### config.mk
export PLATFORM = sky130hd
export DESIGN_NAME = integer_to_radix_digits
export DESIGN_NICKNAME = d
export VERILOG_FILES = /design/src/itrd_pkg.sv /design/src/itrd_front.sv /design/src/itrd_back.sv /design/src/integer_to_radix_digits.sv
export SDC_FILE = /design/constraint.sdc
export NUM_CORES = 1
export LEC_CHECK = 0
export ABC_AREA = 1
export BUFFER_PORTS_ARGS = -buffer_cell sky130_fd_sc_hd__buf_2
export CORE_ASPECT_RATIO = 1.25
export CORE_MARGIN = 2
export CORE_UTILIZATION = 58
export DETAILED_ROUTE_END_ITERATION = 10
export PLACE_DENSITY_LB_ADDON = 0.3
export SYNTH_ARGS = -nofsm -noshare
export SYNTH_HDL_FRONTEND = slang
export SYNTH_SLANG_ARGS = --single-unit
### constraint.sdc
create_clock -name clk -period 13.6 [get_ports clk]
set_input_delay 2.04 -clock clk [delete_from_list [all_inputs] [get_ports clk]]
set_output_delay 2.04 -clock clk [all_outputs]
set_load 0.01 [all_outputs]
### src/itrd_pkg.sv
package itrd_pkg;

	localparam int MAX_RADIX_DEF  = 16;
	localparam int VALUE_BITS_DEF = 32;

	localparam int RADIX_W     = 5;
	localparam int CFG_INDEX_W = 2;
	localparam int CFG_DATA_W  = 64;
	localparam int CHAR_W      = 8;
	localparam int SYM_IDX_W   = 4;

	localparam logic [CFG_INDEX_W-1:0] CFG_RADIX    = 2'd0;
	localparam logic [CFG_INDEX_W-1:0] CFG_CHARS_LO = 2'd1;
	localparam logic [CFG_INDEX_W-1:0] CFG_CHARS_HI = 2'd2;

	localparam logic [RADIX_W-1:0]    RADIX_RESET    = 5'd10;
	localparam logic [CFG_DATA_W-1:0] CHARS_LO_RESET = 64'd4050765991979987505;
	localparam logic [CFG_DATA_W-1:0] CHARS_HI_RESET = 64'd4702394921427289928;

	localparam logic [CHAR_W-1:0] MINUS_CHAR = 8'h2D;

endpackage

### src/itrd_front.sv
module itrd_front #(
	parameter int VALUE_BITS = itrd_pkg::VALUE_BITS_DEF
) (
	input  logic                         clk,
	input  logic                         arst_n,
	input  logic                         push,
	output logic                         full,
	input  logic signed [VALUE_BITS-1:0] value,
	output logic                         q_valid,
	input  logic                         q_ready,
	output logic                         q_neg,
	output logic        [VALUE_BITS-1:0] q_mag
);

	logic [VALUE_BITS-1:0] v_u;
	logic                  neg_in;
	logic [VALUE_BITS-1:0] mag_in;
	logic                  push_fire;
	logic                  pop_fire;

	logic                  qn_q [2];
	logic [VALUE_BITS-1:0] qm_q [2];
	logic                  wp_q;
	logic                  rp_q;
	logic [1:0]            cnt_q;

	// sign split and two's complement magnitude; most negative value fits unsigned
	assign v_u    = value;
	assign neg_in = v_u[VALUE_BITS-1];
	assign mag_in = neg_in ? (~v_u + 1'b1) : v_u;

	assign full      = (cnt_q == 2'd2);
	assign q_valid   = (cnt_q != 2'd0);
	assign push_fire = push && !full;
	assign pop_fire  = q_valid && q_ready;
	assign q_neg     = qn_q[rp_q];
	assign q_mag     = qm_q[rp_q];

	always_ff @(posedge clk or negedge arst_n) begin
		if (!arst_n) begin
			wp_q  <= 1'b0;
			rp_q  <= 1'b0;
			cnt_q <= 2'd0;
		end else begin
			if (push_fire) begin
				wp_q <= ~wp_q;
			end
			if (pop_fire) begin
				rp_q <= ~rp_q;
			end
			cnt_q <= 2'(cnt_q + 2'(push_fire) - 2'(pop_fire));
		end
	end

	always_ff @(posedge clk) begin
		if (push_fire) begin
			qn_q[wp_q] <= neg_in;
			qm_q[wp_q] <= mag_in;
		end
	end

endmodule

### src/itrd_back.sv
module itrd_back #(
	parameter int MAX_RADIX  = itrd_pkg::MAX_RADIX_DEF,
	parameter int VALUE_BITS = itrd_pkg::VALUE_BITS_DEF,
	localparam int DW = $clog2(MAX_RADIX),
	localparam int BW = DW + 1
) (
	input  logic                                 clk,
	input  logic                                 arst_n,
	input  logic [BW-1:0]                        base,
	input  logic [itrd_pkg::CFG_DATA_W-1:0]      chars_lo,
	input  logic [itrd_pkg::CFG_DATA_W-1:0]      chars_hi,
	input  logic                                 in_valid,
	output logic                                 in_ready,
	input  logic                                 in_neg,
	input  logic [VALUE_BITS-1:0]                in_mag,
	output logic                                 empty,
	input  logic                                 pop,
	output logic [itrd_pkg::CHAR_W-1:0]          out_char,
	output logic                                 is_last
);

	localparam int NB = (VALUE_BITS + 7) / 8;
	localparam int MW = NB * 8;
	localparam int JW = (NB > 1) ? $clog2(NB) : 1;
	localparam int AW = $clog2(VALUE_BITS);

	typedef enum logic [1:0] {ST_IDLE, ST_DIV, ST_EMIT} state_t;

	state_t          state_q;
	logic [MW-1:0]   mag_q;
	logic [DW-1:0]   rem_q;
	logic [JW-1:0]   j_q;
	logic [JW-1:0]   hi_q;
	logic [AW-1:0]   wr_idx_q;
	logic [AW-1:0]   ptr_q;
	logic            sign_pend_q;

	logic [DW-1:0]   dig_mem [VALUE_BITS];
	logic [DW-1:0]   rd_data_s1;
	logic            rd_v_s1;
	logic            sign_s1;
	logic            last_s1;

	logic [itrd_pkg::CHAR_W-1:0] ofc_q [2];
	logic                        ofl_q [2];
	logic                        owp_q;
	logic                        orp_q;
	logic [1:0]                  ocnt_q;

	logic [7:0]      byte_cur;
	logic [7:0]      qbyte;
	logic [DW-1:0]   rem_nx;
	logic [MW-1:0]   mag_nx;
	logic            quot_zero;
	logic            hi_zero;
	logic [JW-1:0]   hi_sh;
	logic            digit_done;
	logic            pop_fire;
	logic [2:0]      occ;
	logic            issue;
	logic [itrd_pkg::SYM_IDX_W-1:0] sym_idx;
	logic [2*itrd_pkg::CFG_DATA_W-1:0] sym_table;
	logic [itrd_pkg::CHAR_W-1:0]    fifo_char;

	// one byte of long division per cycle, MSB first
	assign byte_cur = mag_q[8*j_q +: 8];

	always_comb begin
		logic [DW-1:0] r;
		logic [BW-1:0] trial;
		r     = rem_q;
		qbyte = '0;
		for (int i = 7; i >= 0; i--) begin
			trial = {r, byte_cur[i]};
			if (trial >= base) begin
				trial    = trial - base;
				qbyte[i] = 1'b1;
			end
			r = trial[DW-1:0];
		end
		rem_nx = r;
	end

	always_comb begin
		mag_nx = mag_q;
		mag_nx[8*j_q +: 8] = qbyte;
	end

	assign quot_zero  = (mag_nx == '0);
	assign hi_zero    = (mag_nx[8*hi_q +: 8] == 8'd0);
	assign hi_sh      = (hi_zero && hi_q != '0) ? JW'(hi_q - 1'b1) : hi_q;
	assign digit_done = (state_q == ST_DIV) && (j_q == '0);

	assign pop_fire = pop && !empty;
	assign occ      = 3'(ocnt_q) + 3'(rd_v_s1) - 3'(pop_fire);
	assign issue    = (state_q == ST_EMIT) && (occ < 3'd2);
	assign in_ready = (state_q == ST_IDLE);

	always_ff @(posedge clk or negedge arst_n) begin
		if (!arst_n) begin
			state_q     <= ST_IDLE;
			j_q         <= '0;
			hi_q        <= '0;
			wr_idx_q    <= '0;
			ptr_q       <= '0;
			sign_pend_q <= 1'b0;
			rd_v_s1     <= 1'b0;
			sign_s1     <= 1'b0;
			last_s1     <= 1'b0;
		end else begin
			rd_v_s1 <= issue;
			unique case (state_q)
				ST_IDLE: begin
					if (in_valid) begin
						state_q     <= ST_DIV;
						sign_pend_q <= in_neg;
						j_q         <= JW'(NB - 1);
						hi_q        <= JW'(NB - 1);
						wr_idx_q    <= '0;
					end
				end
				ST_DIV: begin
					if (j_q == '0) begin
						wr_idx_q <= AW'(wr_idx_q + 1'b1);
						if (quot_zero) begin
							state_q <= ST_EMIT;
							ptr_q   <= wr_idx_q;
						end else begin
							j_q  <= hi_sh;
							hi_q <= hi_sh;
						end
					end else begin
						j_q <= JW'(j_q - 1'b1);
					end
				end
				ST_EMIT: begin
					if (issue) begin
						if (sign_pend_q) begin
							sign_pend_q <= 1'b0;
							sign_s1     <= 1'b1;
							last_s1     <= 1'b0;
						end else begin
							sign_s1 <= 1'b0;
							last_s1 <= (ptr_q == '0);
							if (ptr_q == '0) begin
								state_q <= ST_IDLE;
							end else begin
								ptr_q <= AW'(ptr_q - 1'b1);
							end
						end
					end
				end
				default: begin
					state_q <= ST_IDLE;
				end
			endcase
		end
	end

	always_ff @(posedge clk) begin
		if (state_q == ST_IDLE && in_valid) begin
			mag_q <= MW'(in_mag);
			rem_q <= '0;
		end else if (state_q == ST_DIV) begin
			mag_q <= mag_nx;
			rem_q <= (j_q == '0) ? '0 : rem_nx;
		end
	end

	// digits come out least significant first; stacked, then read back in reverse
	always_ff @(posedge clk) begin
		if (digit_done) begin
			dig_mem[wr_idx_q] <= rem_nx;
		end
		if (issue && !sign_pend_q) begin
			rd_data_s1 <= dig_mem[ptr_q];
		end
	end

	assign sym_table = {chars_hi, chars_lo};

	always_comb begin
		sym_idx = '0;
		sym_idx[DW-1:0] = rd_data_s1;
	end

	assign fifo_char = sign_s1 ? itrd_pkg::MINUS_CHAR : sym_table[8*sym_idx +: 8];

	always_ff @(posedge clk or negedge arst_n) begin
		if (!arst_n) begin
			owp_q  <= 1'b0;
			orp_q  <= 1'b0;
			ocnt_q <= 2'd0;
		end else begin
			if (rd_v_s1) begin
				owp_q <= ~owp_q;
			end
			if (pop_fire) begin
				orp_q <= ~orp_q;
			end
			ocnt_q <= 2'(ocnt_q + 2'(rd_v_s1) - 2'(pop_fire));
		end
	end

	always_ff @(posedge clk) begin
		if (rd_v_s1) begin
			ofc_q[owp_q] <= fifo_char;
			ofl_q[owp_q] <= last_s1;
		end
	end

	assign empty    = (ocnt_q == 2'd0);
	assign out_char = ofc_q[orp_q];
	assign is_last  = ofl_q[orp_q];

endmodule

### src/integer_to_radix_digits.sv
// Signed integer to text in a configurable radix, one character per beat.
// Input side is a queue: drive value with push while full is low. Results are
// a queue too: while empty is low, out_char/is_last hold the oldest character;
// pop takes it. is_last marks the final character of each number. A negative
// value gives a leading minus, then digits most significant first.
// Config: cfg_index 0 = radix (saturated to 2..MAX_RADIX), 1/2 = digit symbol
// table (byte i = symbol of digit i, resp. i+8). Always ready; write only idle.
// A two-entry queue sits between the sign/magnitude front and the divider.
// The divider does one byte of long division per cycle and skips leading zero
// bytes. After the last digit division the first character passes through the
// read stage and then the output queue. Items are converted one at a time; up
// to two wait in the queue. A two-entry output queue absorbs stalls; a stalled
// pop holds the divider once it is ready to emit. Reset empties both queues and
// restores radix 10 and the default symbol table.
module integer_to_radix_digits #(
	parameter int MAX_RADIX  = itrd_pkg::MAX_RADIX_DEF,
	parameter int VALUE_BITS = itrd_pkg::VALUE_BITS_DEF
) (
	input  logic                                 clk,
	input  logic                                 arst_n,
	input  logic                                 push,
	output logic                                 full,
	input  logic signed [VALUE_BITS-1:0]         value,
	output logic                                 empty,
	input  logic                                 pop,
	output logic        [itrd_pkg::CHAR_W-1:0]   out_char,
	output logic                                 is_last,
	input  logic                                 cfg_valid,
	output logic                                 cfg_ready,
	input  logic        [itrd_pkg::CFG_INDEX_W-1:0] cfg_index,
	input  logic        [itrd_pkg::CFG_DATA_W-1:0]  cfg_data
);

	localparam int BW = $clog2(MAX_RADIX) + 1;

	logic [itrd_pkg::RADIX_W-1:0]    radix_q;
	logic [itrd_pkg::CFG_DATA_W-1:0] chars_lo_q;
	logic [itrd_pkg::CFG_DATA_W-1:0] chars_hi_q;
	logic [itrd_pkg::RADIX_W-1:0]    radix_sat;
	logic [BW-1:0]                   base;

	logic                  front_valid;
	logic                  front_ready;
	logic                  front_neg;
	logic [VALUE_BITS-1:0] front_mag;

	assign cfg_ready = 1'b1;

	always_ff @(posedge clk or negedge arst_n) begin
		if (!arst_n) begin
			radix_q    <= itrd_pkg::RADIX_RESET;
			chars_lo_q <= itrd_pkg::CHARS_LO_RESET;
			chars_hi_q <= itrd_pkg::CHARS_HI_RESET;
		end else if (cfg_valid && cfg_ready) begin
			unique case (cfg_index)
				itrd_pkg::CFG_RADIX:    radix_q    <= cfg_data[itrd_pkg::RADIX_W-1:0];
				itrd_pkg::CFG_CHARS_LO: chars_lo_q <= cfg_data;
				itrd_pkg::CFG_CHARS_HI: chars_hi_q <= cfg_data;
				default: ;
			endcase
		end
	end

	always_comb begin
		priority if (radix_q < itrd_pkg::RADIX_W'(2)) begin
			radix_sat = itrd_pkg::RADIX_W'(2);
		end else if (radix_q > itrd_pkg::RADIX_W'(MAX_RADIX)) begin
			radix_sat = itrd_pkg::RADIX_W'(MAX_RADIX);
		end else begin
			radix_sat = radix_q;
		end
	end

	assign base = BW'(radix_sat);

	itrd_front #(
		.VALUE_BITS (VALUE_BITS)
	) u_front (
		.clk     (clk),
		.arst_n  (arst_n),
		.push    (push),
		.full    (full),
		.value   (value),
		.q_valid (front_valid),
		.q_ready (front_ready),
		.q_neg   (front_neg),
		.q_mag   (front_mag)
	);

	itrd_back #(
		.MAX_RADIX  (MAX_RADIX),
		.VALUE_BITS (VALUE_BITS)
	) u_back (
		.clk      (clk),
		.arst_n   (arst_n),
		.base     (base),
		.chars_lo (chars_lo_q),
		.chars_hi (chars_hi_q),
		.in_valid (front_valid),
		.in_ready (front_ready),
		.in_neg   (front_neg),
		.in_mag   (front_mag),
		.empty    (empty),
		.pop      (pop),
		.out_char (out_char),
		.is_last  (is_last)
	);

	a_back_busy_after_take: assert property (@(posedge clk) disable iff (!arst_n)
		front_valid && front_ready |=> !front_ready)
		else $error("divider took a new item while busy");

	a_full_has_head: assert property (@(posedge clk) disable iff (!arst_n)
		full |-> front_valid)
		else $error("input queue full but no item offered to divider");

	a_take_frees_slot: assert property (@(posedge clk) disable iff (!arst_n)
		front_valid && front_ready && !push |=> !full)
		else $error("input queue still full after divider took an item");

endmodule

* After elaboration in Yosys (flattened, before gate mapping)
Memories as Yosys holds them, arrays and structs flattened. A register that Yosys moved wholly into a read port is not among the register bits.
Cells that the tools add are included.
** Word-level totals
- Register bits after elaboration :: 197
- Memory bits (writable) :: 212
- Input port bits :: 103
- Output and inout bits :: 12
- Logic and storage cells :: 171
- Memories :: 5
** Memory list
- u_back.dig_mem :: depth 32, bits a word 4, rd ports 1, clocked after memory_dff 1, write ports 1, line itrd_back.sv:38 : logic [DW-1:0] dig_mem [VALUE_BITS];
- u_front.qm_q :: depth 2, bits a word 32, rd ports 1, clocked after memory_dff 0, write ports 1, line itrd_front.sv:22 : logic [VALUE_BITS-1:0] qm_q [2];
- u_back.ofc_q :: depth 2, bits a word 8, rd ports 1, clocked after memory_dff 0, write ports 1, line itrd_back.sv:44 : logic [itrd_pkg::CHAR_W-1:0] ofc_q [2];
- u_back.ofl_q :: depth 2, bits a word 1, rd ports 1, clocked after memory_dff 0, write ports 1, line itrd_back.sv:45 : logic ofl_q [2];
- u_front.qn_q :: depth 2, bits a word 1, rd ports 1, clocked after memory_dff 0, write ports 1, line itrd_front.sv:21 : logic qn_q [2];
** Cells by class
- Add/subtract/negate cells :: 20
- Magnitude comparators :: 11
- Equal/unequal tests :: 14
- Shift operators :: 5
- Muxes and demuxes :: 58
- Bitwise logic cells :: 5
- Reductions and logical operators :: 33
** Operators with widths (number)
- $shiftx 128x8->8 :: 1
- $mux 32 :: 3
- $shiftx 32x6->8 :: 2
- $mux 5 :: 9
- $ge 5x5->1 :: 8
- $mux 4 :: 9
- $neg 5->34 :: 1
- $shift 8x34->32 const A :: 1
- $shiftx 8x34->32 :: 1
- $add 32x1->32 const B :: 1
- $bwmux 32 :: 1
- $logic_not 32->1 :: 1
- $not 32->32 :: 1
- $sub 4x4->4 :: 8
- $mux 2 :: 11
- $pmux 5 s2 :: 2
- $mux 1 :: 18
- $reduce_and 6->1 :: 2
- $reduce_bool 2->1 :: 6
- $ne 2x2->1 const B :: 5
- $reduce_and 3->1 :: 3
- $logic_not 2->1 :: 4
- $logic_not 8->1 :: 1
- $mux 8 :: 1
- 23 further kinds :: 46

* Depth between registers and ports, before layout
- Depth in word-level cells :: 28
- Gate-level depth with buffers :: 80
- Mapped depth without buffers :: 78

* Hierarchy
A second synthesis with hierarchy kept.
** Second synthesis, totals
- Cells, all modules :: 2353
- Area total of the unflattened synthesis :: 21640.8 µm²
** Modules (own cells, without submodules)
- itrd_back :: times used 1, cells each 1424, area an instance 12393.1 µm², seq. area each 6145.9 µm²
- integer_to_radix_digits :: times used 1, cells each 517, area an instance 5685.5 µm², seq. area each 3393.3 µm²
- itrd_front :: times used 1, cells each 412, area an instance 3562.2 µm², seq. area each 2082.0 µm²

* Worst setup path after synthesis
Ideal clock, no wire load.
- Path type :: register to register
- Start :: register radix_q[3] (netlist bit)
- End :: memory u_back.dig_mem[0][0] (netlist bit), data pin
- Library setup time :: 0.464 ns
- Arrival :: 9.979 ns
- Data required time :: 13.136 ns
- Path slack :: 3.157 ns
- Cell stages (with the launch flop) :: 64
- Path buffers :: 1
- Clock period less this slack :: 10.443 ns
- Cells stage by stage :: dfstp_2 -> nor3_1 -> o21ai_0 -> ha_1 -> nand2_1 -> nor2_1 -> nand2_1 -> nand3_2 -> buf_6 -> o21ai_0 -> inv_1 -> ha_1 -> nand2_1 -> nor2_1 -> nand2_1 -> nand3_2 -> inv_1 -> o21ai_0 -> [28 not listed] -> nand2_2 -> inv_1 -> nand2_1 -> o21ai_1 -> ha_1 -> nand2_1 -> nand2_1 -> nand2_1 -> nand3_2 -> inv_1 -> nand2_1 -> o21ai_1 -> ha_1 -> nand2_1 -> nand2_1 -> nand2_1 -> nand3_2 -> o21ai_0
** Between the ends
- Longest elaborated chain between the ends :: 19
- Elaborated cells on any way between the ends :: 28
- Those cells by class :: 8 x add/sub; 10 x order compare; 10 x mux
** Ends and longest elaborated chain
- from (decl) :: line integer_to_radix_digits.sv:36 : logic [itrd_pkg::RADIX_W-1:0] radix_q;
- from (signal assigned) :: line integer_to_radix_digits.sv:51 : radix_q <= itrd_pkg::RADIX_RESET;
- from (signal assigned) :: line integer_to_radix_digits.sv:56 : itrd_pkg::CFG_RADIX: radix_q <= cfg_data[itrd_pkg::RADIX_W-1:0];
- $gt 5x5->1 :: line integer_to_radix_digits.sv:67 : end else if (radix_q > itrd_pkg::RADIX_W'(MAX_RADIX)) begin
- $mux 5 :: line integer_to_radix_digits.sv:67
- $mux 5 (*) :: line integer_to_radix_digits.sv:65 : priority if (radix_q < itrd_pkg::RADIX_W'(2)) begin
- $sub 4x4->4 / $ge 5x5->1 (equally long branches) :: line itrd_back.sv:76, itrd_back.sv:75
- $mux 4 :: line itrd_back.sv:75 : if (trial >= base) begin
- $sub 4x4->4 / $ge 5x5->1 (equally long branches) :: line itrd_back.sv:76, itrd_back.sv:75
- $mux 4 :: line itrd_back.sv:75
- $sub 4x4->4 / $ge 5x5->1 (equally long branches) :: line itrd_back.sv:76, itrd_back.sv:75
- [4 not listed]
- $mux 4 :: line itrd_back.sv:75
- $sub 4x4->4 / $ge 5x5->1 (equally long branches) :: line itrd_back.sv:76, itrd_back.sv:75
- $mux 4 :: line itrd_back.sv:75
- $sub 4x4->4 / $ge 5x5->1 (equally long branches) :: line itrd_back.sv:76, itrd_back.sv:75
- $mux 4 :: line itrd_back.sv:75
- $ge 5x5->1 :: line itrd_back.sv:75
- $mux 4 (*) :: line itrd_back.sv:75
- via u_back.rem_nx[0] :: line itrd_back.sv:52 : logic [DW-1:0] rem_nx;
- to (decl) :: line itrd_back.sv:38
The timed path passes the listed nets; every way through them passes the cells marked *.

* Worst setup path after layout
- Start :: register radix_q[4] (netlist bit)
- End :: register u_back.ptr_q[1]
** Between the ends
- Longest elaborated chain between the ends :: 24
- Elaborated cells on any way between the ends :: 39
- Those cells by class :: 7 x add/sub; 10 x order compare; 1 x eq/ne; 1 x shift; 18 x mux; 2 x reduce/logical
** Ends and longest elaborated chain
- $gt 5x5->1 :: line integer_to_radix_digits.sv:67
- $mux 5 :: line integer_to_radix_digits.sv:67
- $mux 5 (*) :: line integer_to_radix_digits.sv:65
- $sub 4x4->4 / $ge 5x5->1 (equally long branches) :: line itrd_back.sv:76, itrd_back.sv:75
- $mux 4 :: line itrd_back.sv:75
- $sub 4x4->4 / $ge 5x5->1 (equally long branches) :: line itrd_back.sv:76, itrd_back.sv:75
- $mux 4 :: line itrd_back.sv:75
- $sub 4x4->4 / $ge 5x5->1 (equally long branches) :: line itrd_back.sv:76, itrd_back.sv:75
- [8 not listed]
- $mux 4 :: line itrd_back.sv:75
- $ge 5x5->1 :: line itrd_back.sv:75
- $mux 1 :: line itrd_back.sv:75
- $shiftx 8x34->32 (*) :: line itrd_back.sv:86 : mag_nx[8*j_q +: 8] = qbyte;
- $bwmux 32 (*) :: line itrd_back.sv:86
- $logic_not 32->1 (*) :: line itrd_back.sv:89 : assign quot_zero = (mag_nx == '0);
- $ne 2x1->1 (no source line) (*)
- $reduce_and 6->1 (no source line) (*)
- to (signal assigned) :: line itrd_back.sv:127 : ptr_q <= wr_idx_q;
- to (signal assigned) :: line itrd_back.sv:148 : ptr_q <= AW'(ptr_q - 1'b1);
- to (decl) :: line itrd_back.sv:35 : logic [AW-1:0] ptr_q;
Mark *: on every way between the ends. The rest lies on a longest branch, timed or not.
A chain may end at the register's enable or synchronous reset.

==> metrics.txt <==
status completed; Placed Cells 2681; crit path from radix_q[4]; FF-to-FF path depth 71; drt wl/cell 17.92 microns; TritonCTS buffer count 41; Gate Count Post-Synth 2175; I/O pin cnt 115; dpl ws 2186 ps; highest routed layer met4; Worst EP arrival 11920 ps; Worst Tran Pin Value 1172 ps; Yosys cell types 52; Fmax 86.99 MHz; area grow syn2layout 10.97%; Clock Path Buffers 3; first-pass GRT wire length 78580 microns; Total Routing Usage GR 27.03%; Hold Crit Class flop to flop; ranking of synthesized cells by area edfxtp_1, dfrtp_1, nand2_1; Die Y 214.2 microns; crit path capture u_back.ptr_q[1]; metal2 WL 25020 microns; routed via count 15760; fin nets 2420; CTS tree yes; Clock Sinks 413; CP max stage delay 600 ps; CP Depth 71; Site Rows 77; WP data required 14020 ps; syn avg cell area 9.425 sq um; setup slack after layout 2104 ps; final setup TNS 0 ps; Post-Route M1 WL 18980 microns; reg-to-reg critical path endpoint u_back.ptr_q[1]; antenna viol nets, final 0; CTS Root Cell clkbuf_16; initial core utilization 58.45%; CP dominant cell by count nand2_1; hold_ws 478.7 ps; initial antenna violation count 1; drt via density 5.719; number of global-route vias before repair 15460; cell taking the most area after synthesis edfxtp_1; routed wire length 49400 microns; RD Place Congestion 0.9975; RSZ-0062 raised after global routing no; Critical Path Start Type flop; TritonRoute pass-1 iters 5; DRC 0; FF-to-FF Start radix_q[4]; WS Path Type flop to flop; #FFs+latches synth 413; top cell type's share of synthesized area 36.33%; Worst-path clk slew 60 ps; CP max FO 11; dpl hpwl 33890 microns; crit path time final 11500 ps; hold wc startpoint chars_hi_q[36]; critical path's slowest cell nor2_1; Hold Violations, Final 0; grt ovf 0; Final setup viols 0; largest net degree at the start of global routing 129; family with the most delay on the worst path simple AND/OR/NAND/NOR gates; depth of the CTS H-tree 2; Non-Filler Instances 2756; Slew HR 21.88%; YS warnings 0; count of input and output buffers 113; share of layout cells above drive strength 1 13.24%; hold buffer count at cts 0; die area 0.03687 sq mm; core area 0.03507 sq mm; Critical Path End Type flop; post-CTS sizing 0; period utilisation layout 84.53%; Max-Cap Viols 0; Clock Skew 15.05 ps; Buf/Inv on CP 10; synthesized net count 2345; die width 172.1 microns; mapped cell area 0.02050 sq mm; initial DRC count 1413; wire length on met3 2783 microns; Skew-Pair Late Insertion Delay 550 ps; Setup Fix Bufs, Post-CTS 0; Seq/Total Area, Yosys 56.69%; r2r setup slk 2100 ps; Final Max Tran Viols 0
## cell usage in the layout, fill, tap and decap left out, types with 9 or more instances in the layout
master	instances
o221ai_1	28
clkbuf_16	42
inv_1	180
nor2_1	280
o22ai_1	36
xnor2_1	16
o21ai_2	12
ha_1	58
clkinv_1	14
buf_2	112
nand2_1	423
a31oi_1	19
o21ai_0	312
edfxtp_1	248
dfstp_2	52
dfrtp_1	109
xor2_1	38
o211ai_1	24
nand3_1	60
or2_2	17
fa_1	9
o21ai_1	22
buf_4	19
a21oi_1	44
## how the worst min path moves through the flow
stage | cells after the start | slack, ps | to
after floorplan | 0 | 440 | u_back.ofl_q[0]
after global placement | 0 | 450 | u_back.ofl_q[0]
after detailed placement | 2 | 470 | chars_hi_q[36]
after CTS | 2 | 480 | chars_hi_q[36]
after global routing | 0 | 490 | u_back.ofl_q[0]
final | 2 | 480 | chars_hi_q[36]
## tightest hold or removal path, stage by stage (launching register included)
cell     delay (ps)
dfrtp_1         340
nand2_1          50
o21ai_0          60
## metrics by stage
| step | area [sq um] | util, % |
|---|---|---|
| 2_1_floorplan | 20500 | - |
| 3_3_place_gp | 21440 | 61.14 |
| 3_5_place_dp | 21440 | 61.14 |
| 4_1_cts | 22740 | 64.86 |
| 5_1_grt | 22750 | 64.86 |
| 6_report | 22750 | 64.86 |
## final cells by class
class                      instances  area [sq um]
clock buffer                      51          1115
clock inverter                    23         188.9
multi-input combinational       1470          7791
sequential                       413         11620
timing repair buffer             132         714.4
antenna                            1         2.502
tap                              474         593.1
fill                            2803         12320
inverter                         192         720.7
## registers in the layout (all words and copies together), names as in the netlist, 4 cells and up
name and cells:
u_back.dig_mem 128, chars_hi_q 64, chars_lo_q 64, u_front.qm_q 64, u_back.mag_q 32, u_back.ofc_q 16, radix_q 5, u_back.ptr_q 5
u_back.wr_idx_q 5, u_back.rd_data_s1 4, u_back.rem_q 4
## kinds of logic after synthesis
group                      synth area share [%]
AOI/OAI and AO/OA                         14.50
buffers and inverters                     5.518
xor gates and xnor gates                  2.307
and+or+nand+nor                           16.54
adders and majority gates                 4.419
other                                   0.01829
DFF                                       56.69
## layer usage
metal | GRT usage (%) | vias up
met4 | 14.31 | 0
met1 | 32.53 | 7522
met2 | 46.68 | 533
met3 | 3.950 | 143
li1 | - | 7563
met5 | 0 | -
## synth_stat cells (all sizes together)
library cell,number
nand2,425
xnor2,16
o32ai,1
a32o,6
o211ai,24
o31ai,1
dfstp,52
and2,1
buf,11
a32oi,2
a31oi,19
o21ai,346
nand3,69
edfxtp,248
or2,20
ha,58
clkinv,3
inv,189
xor2,38
o22ai,36
dfrtp,109
nor4,5
nor2,285
dfxtp,4
nand4,6
a21oi,44
o21a,4
o2111ai,5
o221ai,28
a22oi,2
a21boi,4
fa,9
nor3,13
clkbuf,89
nor3b,1
conb,1
a2111oi,1
Power is left out: the tool's default activity adds up to more than one toggle a clock period on the data nets, which glitch-free logic cannot reach.
